## src/sv/tmde_div.sv

```systemverilog
// Pipelined restoring divider, one quotient bit per stage, with a side payload.
// Flags when the quotient does not fit in QW bits. Uses no package.
module tmde_div #(
  parameter int NW  = 8,
  parameter int DW  = 8,
  parameter int QW  = 8,
  parameter int PLW = 1
) (
  input  logic           clk,
  input  logic           rst,
  input  logic           en,
  input  logic           vld_in,
  input  logic [NW-1:0]  x,
  input  logic [DW-1:0]  d,
  input  logic [PLW-1:0] pay_in,
  output logic           vld_out,
  output logic [QW-1:0]  q,
  output logic           ovf,
  output logic [PLW-1:0] pay_out
);
  localparam int RW = ((NW > DW + QW) ? NW : DW + QW) + 1;

  logic [QW:0]    vld;
  logic [RW-1:0]  rem [QW+1];
  logic [DW-1:0]  dv  [QW+1];
  logic [QW-1:0]  qt  [QW+1];
  logic           ov  [QW+1];
  logic [PLW-1:0] pl  [QW+1];

  // Valid bits move with the data.
  always_ff @(posedge clk) begin
    if (rst) begin
      vld <= '0;
    end else if (en) begin
      vld <= {vld[QW-1:0], vld_in};
    end
  end

  // First stage: load the dividend and check for a quotient that is too wide.
  always_ff @(posedge clk) begin
    if (en) begin
      rem[0] <= RW'(x);
      dv[0]  <= d;
      qt[0]  <= '0;
      ov[0]  <= (RW'(x) >= (RW'(d) << QW));
      pl[0]  <= pay_in;
    end
  end

  // One compare and subtract per stage, most significant bit first.
  for (genvar k = 1; k <= QW; k++) begin : g_stage
    logic [RW-1:0] trial;
    logic          take;
    assign trial = RW'(dv[k-1]) << (QW - k);
    assign take  = rem[k-1] >= trial;
    always_ff @(posedge clk) begin
      if (en) begin
        rem[k] <= take ? (rem[k-1] - trial) : rem[k-1];
        qt[k]  <= qt[k-1] | (take ? (QW'(1) << (QW - k)) : QW'(0));
        dv[k]  <= dv[k-1];
        ov[k]  <= ov[k-1];
        pl[k]  <= pl[k-1];
      end
    end
  end

  assign vld_out = vld[QW];
  assign q       = qt[QW];
  assign ovf     = ov[QW];
  assign pay_out = pl[QW];

endmodule

```

## config.mk

```make
export PLATFORM = sky130hd
export DESIGN_NAME = tmde_div
export DESIGN_NICKNAME = d
export VERILOG_FILES = /design/src/sv/tmde_div.sv
export SDC_FILE = /design/constraint.sdc
export NUM_CORES = 1
export LEC_CHECK = 0
export BUFFER_PORTS_ARGS = -buffer_cell sky130_fd_sc_hd__buf_2
export CORE_MARGIN = 2
export CORE_UTILIZATION = 29
export DETAILED_ROUTE_END_ITERATION = 12
export PLACE_DENSITY_LB_ADDON = 0.05
export SLEW_MARGIN = 10
export SYNTH_ARGS = -nofsm -noshare
export SYNTH_HDL_FRONTEND = slang
export SYNTH_SLANG_ARGS = --single-unit
```

## constraint.sdc

```tcl
create_clock -name clk -period 5.85 [get_ports clk]
set_input_delay 1.17 -clock clk [delete_from_list [all_inputs] [get_ports clk]]
set_output_delay 1.17 -clock clk [all_outputs]
set_load 0.005 [all_outputs]
```

== Yosys cells after proc, flatten, opt, wreduce, memory -nomap -nowiden ==
Memories as Yosys holds them, arrays and structs flattened.
Index checks and enable logic that the tools add are counted.
Operators by class
  magnitude comparators: 9
  muxes and demuxes: 18
  bitwise operators: 8
  add/sub/neg operators: 8
Operators with widths (number)
  17-bit two-way mux: 8
  17-bit by 10-bit greater-or-equal comparator with 1-bit output: 1
  17-bit by 11-bit greater-or-equal comparator with 1-bit output: 1
  17-bit by 12-bit greater-or-equal comparator with 1-bit output: 1
  17-bit by 13-bit greater-or-equal comparator with 1-bit output: 1
  17-bit by 14-bit greater-or-equal comparator with 1-bit output: 1
  17-bit by 15-bit greater-or-equal comparator with 1-bit output: 1
  17-bit by 8-bit greater-or-equal comparator with 1-bit output: 1
  17-bit by 9-bit greater-or-equal comparator with 1-bit output: 1
  17-bit by 10-bit subtractor with 17-bit output: 1
  17-bit by 11-bit subtractor with 17-bit output: 1
  17-bit by 12-bit subtractor with 17-bit output: 1
  17-bit by 13-bit subtractor with 17-bit output: 1
  17-bit by 14-bit subtractor with 17-bit output: 1
  17-bit by 15-bit subtractor with 17-bit output: 1
  17-bit by 8-bit subtractor with 17-bit output: 1
  17-bit by 9-bit subtractor with 17-bit output: 1
  8-bit by 16-bit greater-or-equal comparator with 1-bit output: 1
  8-bit two-way mux: 1
  8-bit by 1-bit bitwise OR with 8-bit output: 1
  8-bit by 2-bit bitwise OR with 8-bit output: 1
  8-bit by 3-bit bitwise OR with 8-bit output: 1
  8-bit by 4-bit bitwise OR with 8-bit output: 1
  8-bit by 5-bit bitwise OR with 8-bit output: 1
  other kinds (10): 12
Storage, ports and cells
  register bits after elaboration: 9
  RAM bits: 315
  output and inout port bits: 11
  input port bits: 21
  memories kept: 5
Memory list
  rem: words 9, width 17, read ports 8, clocked after memory_dff 0, write ports 9, line 24  | logic [RW-1:0] rem [QW+1];
  dv: words 9, width 8, read ports 8, clocked after memory_dff 0, write ports 9, line 25  | logic [DW-1:0] dv [QW+1];
  qt: words 9, width 8, read ports 9, clocked after memory_dff 0, write ports 9, line 26  | logic [QW-1:0] qt [QW+1];
  ov: words 9, width 1, read ports 9, clocked after memory_dff 0, write ports 9, line 27  | logic ov [QW+1];
  pl: words 9, width 1, read ports 9, clocked after memory_dff 0, write ports 9, line 28  | logic [PLW-1:0] pl [QW+1];

== Longest topological paths before layout ==
An unclocked memory read counts as a cell.
  word-level depth: 4
  depth in mapped cells: 13

== Worst setup path before layout ==
Ideal clock, no wire load.
  path kind: flip-flop to flip-flop
  start point: memory rem[0][39] (netlist name)
  end point: memory rem[0][57] (netlist name) (data pin)
  library setup time: 0.260 ns
  setup slack: 3.234 ns
  stages on the path, launching flop included: 10
  required time: 5.590 ns
  arrival: 2.356 ns
  clock period less this slack: 2.616 ns
  path through: edfxtp_1 inv_1 ha_1 inv_1 fa_1 a21o_1 a221oi_1 o21ai_0 nor3_2 mux2_2
RTL lines (line)
  start: declaration: 24

==> metrics.txt <==
routed length on met3 654 um; drt wl/cell roughly 15 um; minimum clock period 3310 ps; area of the die 41900 um2; Setup CP Type reg2reg; startpoint types register; Layout area overhead 13.9%; Final Hold Fails 0; layout cell share with drive strength beyond 1 roughly a tenth; Post-Syn Area about 12000 um2; Setup TNS Final 0 ps; ys async rst share 0%; met1 WL roughly 9 mm; CTS tree done; Peak Freq roughly 0.30 GHz; Seq/Total Area, Yosys ~64%; fin crit share 56.6%; post-synth cell types 66; drt via density 4.43; GP Congestion approximately 0.87; standard-cell rows between 70 and 80; dpl hpwl between 15 and 20 mm; RSZ-0062 raised after global routing false; grt ovf 0; top routing layer in use met4; IO buf count 31; number of antenna diodes 0; Num CTS Buffers 31; via count between 6000 and 7000; hold_buf cts 0; GRT Total Usage 10.8%; Syn Inst Count roughly 870; EDFF count, synth around 250; Tightest Hold Check Type reg2reg; Routed WL 21.8 mm; Yosys Warn Count 0; fin nets 999; Die Ht 205 um; CP Data Arrival Time approximately 3600 ps; max cap viols 0; clk root buf clkbuf_16; initial antenna violation count 0; I/O pin cnt 32; htree depth 1; FILL cells about 3900; Setup crit end kind register; largest fanout on the critical path 18; clk slew on worst S/H paths roughly 60 ps; status complete, no violations; Resized cells post-CTS 0; Die W ~200 um; setup bufs post-CTS 0; Clock Latency Late Sink 570 ps; Top FF cell, synth edfxtp_1; Final Skew around 10 ps; initial DRC count 270; Max VDD drop approximately 0.22 mV; FF+latch area ~7500 um2; Initial Util between 20 and 30%; worst hold slack just over 400 ps; LEAKAGE between 4 and 5 nW; largest net degree at the start of global routing between 100 and 150; Synth Register Bits roughly 250; final slew viol count 0; clock sinks 254; Mapped Avg Cell Area about 14 um2; # DRC 0; first-pass GRT wire length 35.7 mm; Post-Syn Nets between 900 and 1000; CORE AREA 39700 um2; Slew HR 30.5%; Multi-input gate area approximately 3700 um2; R2R setup slack 2540 ps; DRT antenna net count 0; slew at the pin closest to its max-slew limit 1040 ps; PwrDens between 300 and 400 nW/um2; final setup vio count 0; metal2 WL ~11 mm; vias in the first global route around 7000; WP data required about 6000 ps; worst-case clock buffer depth 3; drt first pass iters 6
area by class of cell:
class / instances / area share, %
Multi-Input combinational cell: 513 / 28.0
Tap cell: 525 / 4.93
Sequential cell: 254 / 56.6
Clock buffer: 43 / 6.16
Timing Repair Buffer: 34 / 1.41
Clock inverter: 13 / 0.629
Inverter: 80 / 2.25
stage by stage:
step           instance area (um2)  setup WS (ps)  utilization, %  total power [W]  cells
2_1_floorplan                11700           3230               -          0.00300    865
3_3_place_gp                 12400           2580            31.2          0.00325   1406
3_5_place_dp                 12400           2540            31.2          0.00325   1406
4_1_cts                      13300           2540            33.5          0.00503   1462
5_1_grt                      13300           2340            33.5          0.00522   1462
6_report                     13300           2540            33.5          0.00493   1462
synthesized netlist by cell type (all sizes together) (3+ instances only):
cell,instances,area [um2]
a2111oi,3,51.3
a211oi,11,87.6
a21boi,4,33.8
a21o,15,113
a21oi,28,140
a221oi,6,52.6
and3,4,25.0
buf,14,104
clkbuf,4,15.0
dfxtp,9,180
edfxtp,245,7360
fa,6,120
ha,58,726
inv,80,300
mux2,7,101
mux2i,12,120
nand2,58,218
nand2b,8,50.1
nand3,8,40.0
nand3b,3,22.5
nand4,10,62.6
nand4b,5,43.8
nor2,51,191
nor2b,12,75.1
nor3,20,105
nor3b,3,22.5
nor4,13,87.6
nor4bb,3,30.0
o2111ai,3,26.3
o21a,11,82.6
o21ai,48,240
o31ai,10,75.1
or2,3,18.8
or4,9,71.3
xnor2,31,272
xor2,25,219
worst max-delay path, stage by stage, from the launching register on:
cell and delay (ps):
edfxtp_1 390, inv_1 70, ha_1 160, inv_1 60
fa_1 400, a21o_1 230, a221oi_1 360, o21ai_0 200
nor3_2 770, mux2_2 410
layout by cell type (no fill, tap or decap), types with 19 or more instances in the layout:
cell type / netlist / final
inv_1: 78 / 78
edfxtp_1: 245 / 245
clkbuf_16: 0 / 31
xor2_1: 25 / 25
a21oi_1: 28 / 28
nor3_1: 19 / 19
xnor2_1: 31 / 31
nor2_1: 51 / 51
ha_1: 58 / 58
nand2_1: 58 / 58
buf_2: 2 / 30
o21ai_0: 48 / 48
sequential cells by signal (all words and copies together) (netlist names):
signal / flops
qt: 36
pl: 9
rem: 127
vld: 9
ov: 9
dv: 64
report_power, final:
group	switching [W]	internal, W	leakage [nW]
Combinational	0.000446	0.000358	2.00
Clock	0.000725	0.00101	0.439
Sequential	0.000123	0.00227	2.44
metal layers:
| layer | track usage, % | vias up |
|---|---|---|
| li1 | - | 3316 |
| met3 | 2.10 | 70 |
| met1 | 11.7 | 3013 |
| met4 | 6.19 | 0 |
| met2 | 19.5 | 84 |
| met5 | 0 | - |
cells by family (layout without fill, tap and decap cells):
kind of cell             Yosys count  count (layout)  share of synthesized area [%]
adder cells (fa/ha/maj)           64              64                           7.24
buffers and inverters             98             170                           3.59
AND/OR/NAND/NOR                  218             218                           9.67
AO/OA/AOI/OAI                    156             156                           8.93
XOR/XNOR                          56              56                           4.20
flip-flops                       254             254                           64.5
multiplexers                      19              19                           1.89
worst paths after layout:
path | depth (start not counted) | end | from
setup / recovery | 9 | rem[0][57] | rem[0][39]
setup reg to reg | 9 | rem[0][57] | rem[0][39]
hold / removal | 0 | pl[0][1] | pl[0][0]
hold reg to reg | 0 | pl[0][1] | pl[0][0]
No activity file was read; power rests on OpenSTA's default activity.
