<file path="config.mk">
export PLATFORM = sky130hd
export DESIGN_NAME = tmde_isqrt
export DESIGN_NICKNAME = d
export VERILOG_FILES = /design/src/sv/tmde_isqrt.sv
export SDC_FILE = /design/constraint.sdc
export NUM_CORES = 2
export LEC_CHECK = 0
export BUFFER_PORTS_ARGS = -buffer_cell sky130_fd_sc_hd__buf_4
export CORE_MARGIN = 2
export CORE_UTILIZATION = 45
export CTS_CLUSTER_SIZE = 14
export DETAILED_ROUTE_END_ITERATION = 10
export GPL_ROUTABILITY_DRIVEN = 0
export GPL_TIMING_DRIVEN = 0
export PLACE_DENSITY = 0.7
export SLEW_MARGIN = 20
export SYNTH_ARGS = -nofsm -noshare
export SYNTH_HDL_FRONTEND = slang
export SYNTH_MEMORY_MAX_BITS = 65536
export SYNTH_SLANG_ARGS = --single-unit
export TNS_END_PERCENT = 20
</file>
<file path="constraint.sdc">
create_clock -name clk -period 4.5 [get_ports clk]
set_input_delay 0.9 -clock clk [delete_from_list [all_inputs] [get_ports clk]]
set_output_delay 0.9 -clock clk [all_outputs]
set_load 0.05 [all_outputs]
</file>
<file path="src/sv/tmde_isqrt.sv">
// Pipelined integer square root, one result bit per stage, with a side payload.
// Uses no package.
module tmde_isqrt #(
  parameter int XW  = 64,
  parameter int PLW = 1
) (
  input  logic            clk,
  input  logic            rst,
  input  logic            en,
  input  logic            vld_in,
  input  logic [XW-1:0]   x,
  input  logic [PLW-1:0]  pay_in,
  output logic            vld_out,
  output logic [XW/2-1:0] root,
  output logic [PLW-1:0]  pay_out
);
  localparam int RW = XW / 2;

  logic [RW:0]    vld;
  logic [XW:0]    rem [RW+1];
  logic [XW:0]    acc [RW+1];
  logic [PLW-1:0] pl  [RW+1];

  // Valid bits move with the data.
  always_ff @(posedge clk) begin
    if (rst) begin
      vld <= '0;
    end else if (en) begin
      vld <= {vld[RW-1:0], vld_in};
    end
  end

  // First stage: load the radicand.
  always_ff @(posedge clk) begin
    if (en) begin
      rem[0] <= (XW+1)'(x);
      acc[0] <= '0;
      pl[0]  <= pay_in;
    end
  end

  // Digit-by-digit root, one bit pair of the radicand per stage.
  for (genvar k = 1; k <= RW; k++) begin : g_stage
    logic [XW:0] bt;
    logic [XW:0] trial;
    logic        take;
    assign bt    = (XW+1)'(1) << (XW - 2 * k);
    assign trial = acc[k-1] + bt;
    assign take  = rem[k-1] >= trial;
    always_ff @(posedge clk) begin
      if (en) begin
        rem[k] <= take ? (rem[k-1] - trial) : rem[k-1];
        acc[k] <= take ? ((acc[k-1] >> 1) + bt) : (acc[k-1] >> 1);
        pl[k]  <= pl[k-1];
      end
    end
  end

  assign vld_out = vld[RW];
  assign root    = acc[RW][RW-1:0];
  assign pay_out = pl[RW];

endmodule
</file>
### After elaboration in Yosys (flattened, before gate mapping)

Memory sizes are Yosys's and may differ from the RTL's.
Cells that the tools add are included.

* flip-flop bits (word level): 33
* latch bits: 0
* bits in writable memories: 4323
* bits in read-only memories: 0
* output and inout port bits: 34
* word-level logic and storage cells: 198
* memories kept: 3

Memories
* acc: depth 33, width 65, rd ports 33, clocked after memory_dff 0, wr ports 33, line 21 `logic [XW:0] acc [RW+1];`
* rem: depth 33, width 65, rd ports 32, clocked after memory_dff 0, wr ports 33, line 20 `logic [XW:0] rem [RW+1];`
* pl: depth 33, width 1, rd ports 33, clocked after memory_dff 0, wr ports 33, line 22 `logic [PLW-1:0] pl [RW+1];`

* add/subtract/negate cells: 96
* multipliers: 0
* divide/modulo/power cells: 0
* $lt $le $gt $ge: 32
* equal/unequal tests: 0
* shift-type cells: 0
* mux-type cells: 66
* bitwise operators: 0
* reductions and logical operators: 0

Operator list (count)
* 65-bit two-way mux: 64
* 65-bit greater-or-equal comparator: 32
* 65-bit subtractor: 32
* 64-bit by 1-bit adder with 65-bit output, second input constant: 1
* 64-bit by 11-bit adder with 65-bit output, second input constant: 1
* 64-bit by 13-bit adder with 65-bit output, second input constant: 1
* 64-bit by 15-bit adder with 65-bit output, second input constant: 1
* 64-bit by 17-bit adder with 65-bit output, second input constant: 1
* 64-bit by 19-bit adder with 65-bit output, second input constant: 1
* 64-bit by 21-bit adder with 65-bit output, second input constant: 1
* 64-bit by 23-bit adder with 65-bit output, second input constant: 1
* 64-bit by 25-bit adder with 65-bit output, second input constant: 1
* 64-bit by 27-bit adder with 65-bit output, second input constant: 1
* 64-bit by 29-bit adder with 65-bit output, second input constant: 1
* 64-bit by 3-bit adder with 65-bit output, second input constant: 1
* 64-bit by 31-bit adder with 65-bit output, second input constant: 1
* 64-bit by 33-bit adder with 65-bit output, second input constant: 1
* 64-bit by 35-bit adder with 65-bit output, second input constant: 1
* 64-bit by 37-bit adder with 65-bit output, second input constant: 1
* 64-bit by 39-bit adder with 65-bit output, second input constant: 1
* 64-bit by 41-bit adder with 65-bit output, second input constant: 1
* 64-bit by 43-bit adder with 65-bit output, second input constant: 1
* 64-bit by 45-bit adder with 65-bit output, second input constant: 1
* 64-bit by 47-bit adder with 65-bit output, second input constant: 1
* 44 further kinds: 45

### Logic depth before layout (Yosys ltp)

An unclocked memory read counts as a cell.

* depth in word-level cells: 4
* depth in mapped cells: 15

### Worst setup path after synthesis

No wires, ideal clock.

* kind: register -> register
* start point: mem rem[0][1087] (netlist bit)
* end point: mem rem[0][1139] (netlist bit), data pin
* arrival: 3.333 ns
* setup slack: 0.907 ns
* stages on the path, launching flop included: 11
* path buffers: 2
* path through: edfxtp_1 -> ha_1 -> or4_1 -> or3_1 -> or4_1 -> clkbuf_1 -> nor4_1 -> o211ai_1 -> a31oi_2 -> buf_2 -> mux2_2

RTL lines (line)
* start, declared: 20

==> impl_results.md <==
* Status: complete, but fails checks
* Failing checks: negative setup slack
* Gr busiest metal: met2
* Drt total wl at 320000 um
* First-pass GRT wire length at around 480000 um
* Share of cells above drive strength 1 at 0.0707
* Setup violators final at 14
* Synth warnings at 0
* GR Util met2 at 0.390
* Max Fclk at roughly 0.22 GHz
* Most area-consuming cells after synthesis: edfxtp_1, ha_1, xnor2_1, xor2_1, a21oi_1
* Clk slew on worst S/H paths at approximately 0.060 ns
* Area grow syn2layout at 12.4%
* Post-layout util at 0.507
* Antenna-violating nets left at 0
* Async SR Flop Fraction at 0
* Final count of hold timing violations at 0
* Relative slew slack at 0.242
* Main flop type after synthesis: edfxtp_1
* Post-Synthesis Cell Area at 127000 um^2
* Final WS setup at -0.109 ns
* Slowest stage delay, CP at 0.59 ns
* Fillers at between 20000 and 25000
* FF+latch area at 79900 um^2
* Post-Syn Instances at 10100
* PD cells at 504 nW/um^2
* # rows at 195
* FF-to-FF End: rem[0][1779]$_DFFE_PP_
* Worst reg2reg path startpoint: rem[0][1703]$_DFFE_PP_
* Clk_lat worst skew at 0.90 ns
* Drc violations at 0
* R2R cell count at 11
* Number of buffers and inverters on the critical path at 3
* Max Root-Sink Buffers at 4
* Die Height at 535 um
* Vias per inst at 5.81
* Min Tclk post-route at 4.61 ns
* HP Class: input pin to register
* Worst path slowest cell: clkbuf_1
* WHS Path Cells at 1
* Port-buffer cells at 101
* Worst-margin pin slew at 1.13 ns
* Most frequent cell after synthesis: edfxtp_1
* Area of the multi-input gates at 43700 um^2
* Crit path max-delay family: compound AO/OA/AOI/OAI gates
* Clk_skew at 0.0605 ns
* Critical Path RT at 5.07 ns
* Overall Global Routing Usage at 0.217
* Worst path cell trace: ha_1 > o211ai_1 > a21boi_0 > o21ai_0 > o211ai_1 > a31oi_1 > o31a_1 > clkbuf_2 > inv_1 > clkbuf_1 > a21oi_1
* Routed WL per cell at 22.1 um
* Leading cell types by count after synthesis: edfxtp_1, inv_1, nor2_1, a21oi_1, nand2_1
* Final period util at 1.02
* Die X at 535 um
* Pin count of the biggest net entering global routing at 177
* Internal reg-to-reg setup slack at -0.11 ns
* DP Wirelength at 240000 um
* EDFF count, synth at 2640
* First-pass DRT Iterations at 6
* CP arrival at ~5.2 ns
* CP Launch Type: register
* M1 GR Usage at 0.236
* Via Count at ~84000
* Pleak at 0.0532 uW
* RSZ-0062 raised after global routing: yes
* Sink Count at about 2700
* Num ports at 103
* Initial core utilization at 0.451
* Clock buffer count from CTS at 288
* Core area at 282000 um^2
* Initial antenna violation count at 14
* Total die area at about 290000 um^2
* WHS Endpoint: rem[0][47]$_DFFE_PP_
* CP Class: register to register
* Count of state elements after synthesis at 2673
* Worst path most repeated cell: o211ai_1
* Worst-path maximum fanout at 10
* Met3 GRT Util at 0.0312
* Max-slew violations at 0
* Min Hold Slack at 0.146 ns
* Final Net Count at approximately 11000
* Yosys top cell area share at 0.624
* Max rail drop VDD at 0.357 mV
* Count of unique library cells instantiated by Yosys at between 90 and 100
* Syn avg cell area at roughly 13 um^2
* Iteration-0 DRC Markers at 8028
* Clock Root Buffer: clkbuf_16
* Syn_nets at 10700
* Vias in the first global route at 82200
* Largest area contributor in the netlist: edfxtp_1
* Gr ovfl total at 0
* CTS tree: yes
* Hold_sp: x[47]
* CTS H-Tree Depth at 5
* CP endpoint kind: register
* Post-CTS Hold Fix Bufs at 0
* Register area share after synthesis at 0.629
* Setup_tns at -0.354 ns
* MaxCap Viol Count at 0
-- cell type report --
type                       count  share of cell area
antenna                        8            0.000140
buffer                       237             0.00655
clock buffer                 337              0.0527
clock inverter               189              0.0136
inverter                     722              0.0190
multi-input combinational   6426               0.306
sequential                  2673               0.560
tap                         3743              0.0328
timing repair buffer         122             0.00908
-- report_power, final --
group	internal (uW)	switching (uW)	leakage [uW]
clock network	13700	9910	0.00457
logic	5700	8880	0.0229
registers	31300	2530	0.0257
total	50600	21300	0.0532
-- routing by layer --
metal	up-vias	wire length, um
li1	38700	-
met3	1111	19300
met1	40500	113000
met5	-	104
met4	12	25000
met2	3732	162000
-- how the worst max path moves through the flow --
stage,endpoint,startpoint,cells past startpoint
after floorplan,rem[0][1139]$_DFFE_PP_,rem[0][1087]$_DFFE_PP_,10
after global placement,rem[0][1989]$_DFFE_PP_,en,1
after detailed placement,rem[0][1984]$_DFFE_PP_,en,7
after CTS,rem[0][1428]$_DFFE_PP_,acc[0][1332]$_DFFE_PP_,12
after global routing,rem[0][1779]$_DFFE_PP_,rem[0][1703]$_DFFE_PP_,11
final,rem[0][1779]$_DFFE_PP_,rem[0][1703]$_DFFE_PP_,11
-- placed cells by master (no fill, tap or decap), drive strengths merged, types with 382 or more instances in the layout --
cell	instances
nor4	382
xor2	444
nor2	677
edfxtp	2640
clkbuf	550
o21ai	457
a21oi	607
xnor2	463
nand2	587
inv	734
ha	558
-- through the flow --
| stage | std cells | setup WS [ns] | cell area (um^2) | power, uW |
|---|---|---|---|---|
| global route | 14500 | -0.112 | 143000 | 74900 |
| detailed placement | 13900 | -0.637 | 133000 | 48300 |
| finish | 14500 | -0.109 | 143000 | 72000 |
| floorplan | 10100 | 0.907 | 127000 | 43300 |
| global placement | 13900 | -20.49 | 132000 | 48800 |
| CTS | 14400 | -0.00720 | 143000 | 71900 |
-- kinds of logic after synthesis --
logic type | Yosys count | synth area share
AOI/OAI and AO/OA | 1910 | 0.0944
and+or+nand+nor | 2936 | 0.121
DFF | 2673 | 0.629
adders and majority gates | 558 | 0.0550
xor gates and xnor gates | 907 | 0.0625
muxes | 115 | 0.00980
buffers and inverters | 959 | 0.0285
-- registers in the layout (all words and copies together) (netlist names) --
signal and count:
rem 2079, acc 528, pl 33, vld 33
-- repair_timing --
action / CTS / global route
pin swaps: 0 / 2
gates resized for setup: 12 / 58
setup buffers: 0 / 2
endpoints found under the setup margin: 89 / 275
(Power assumes the default switching activity.)
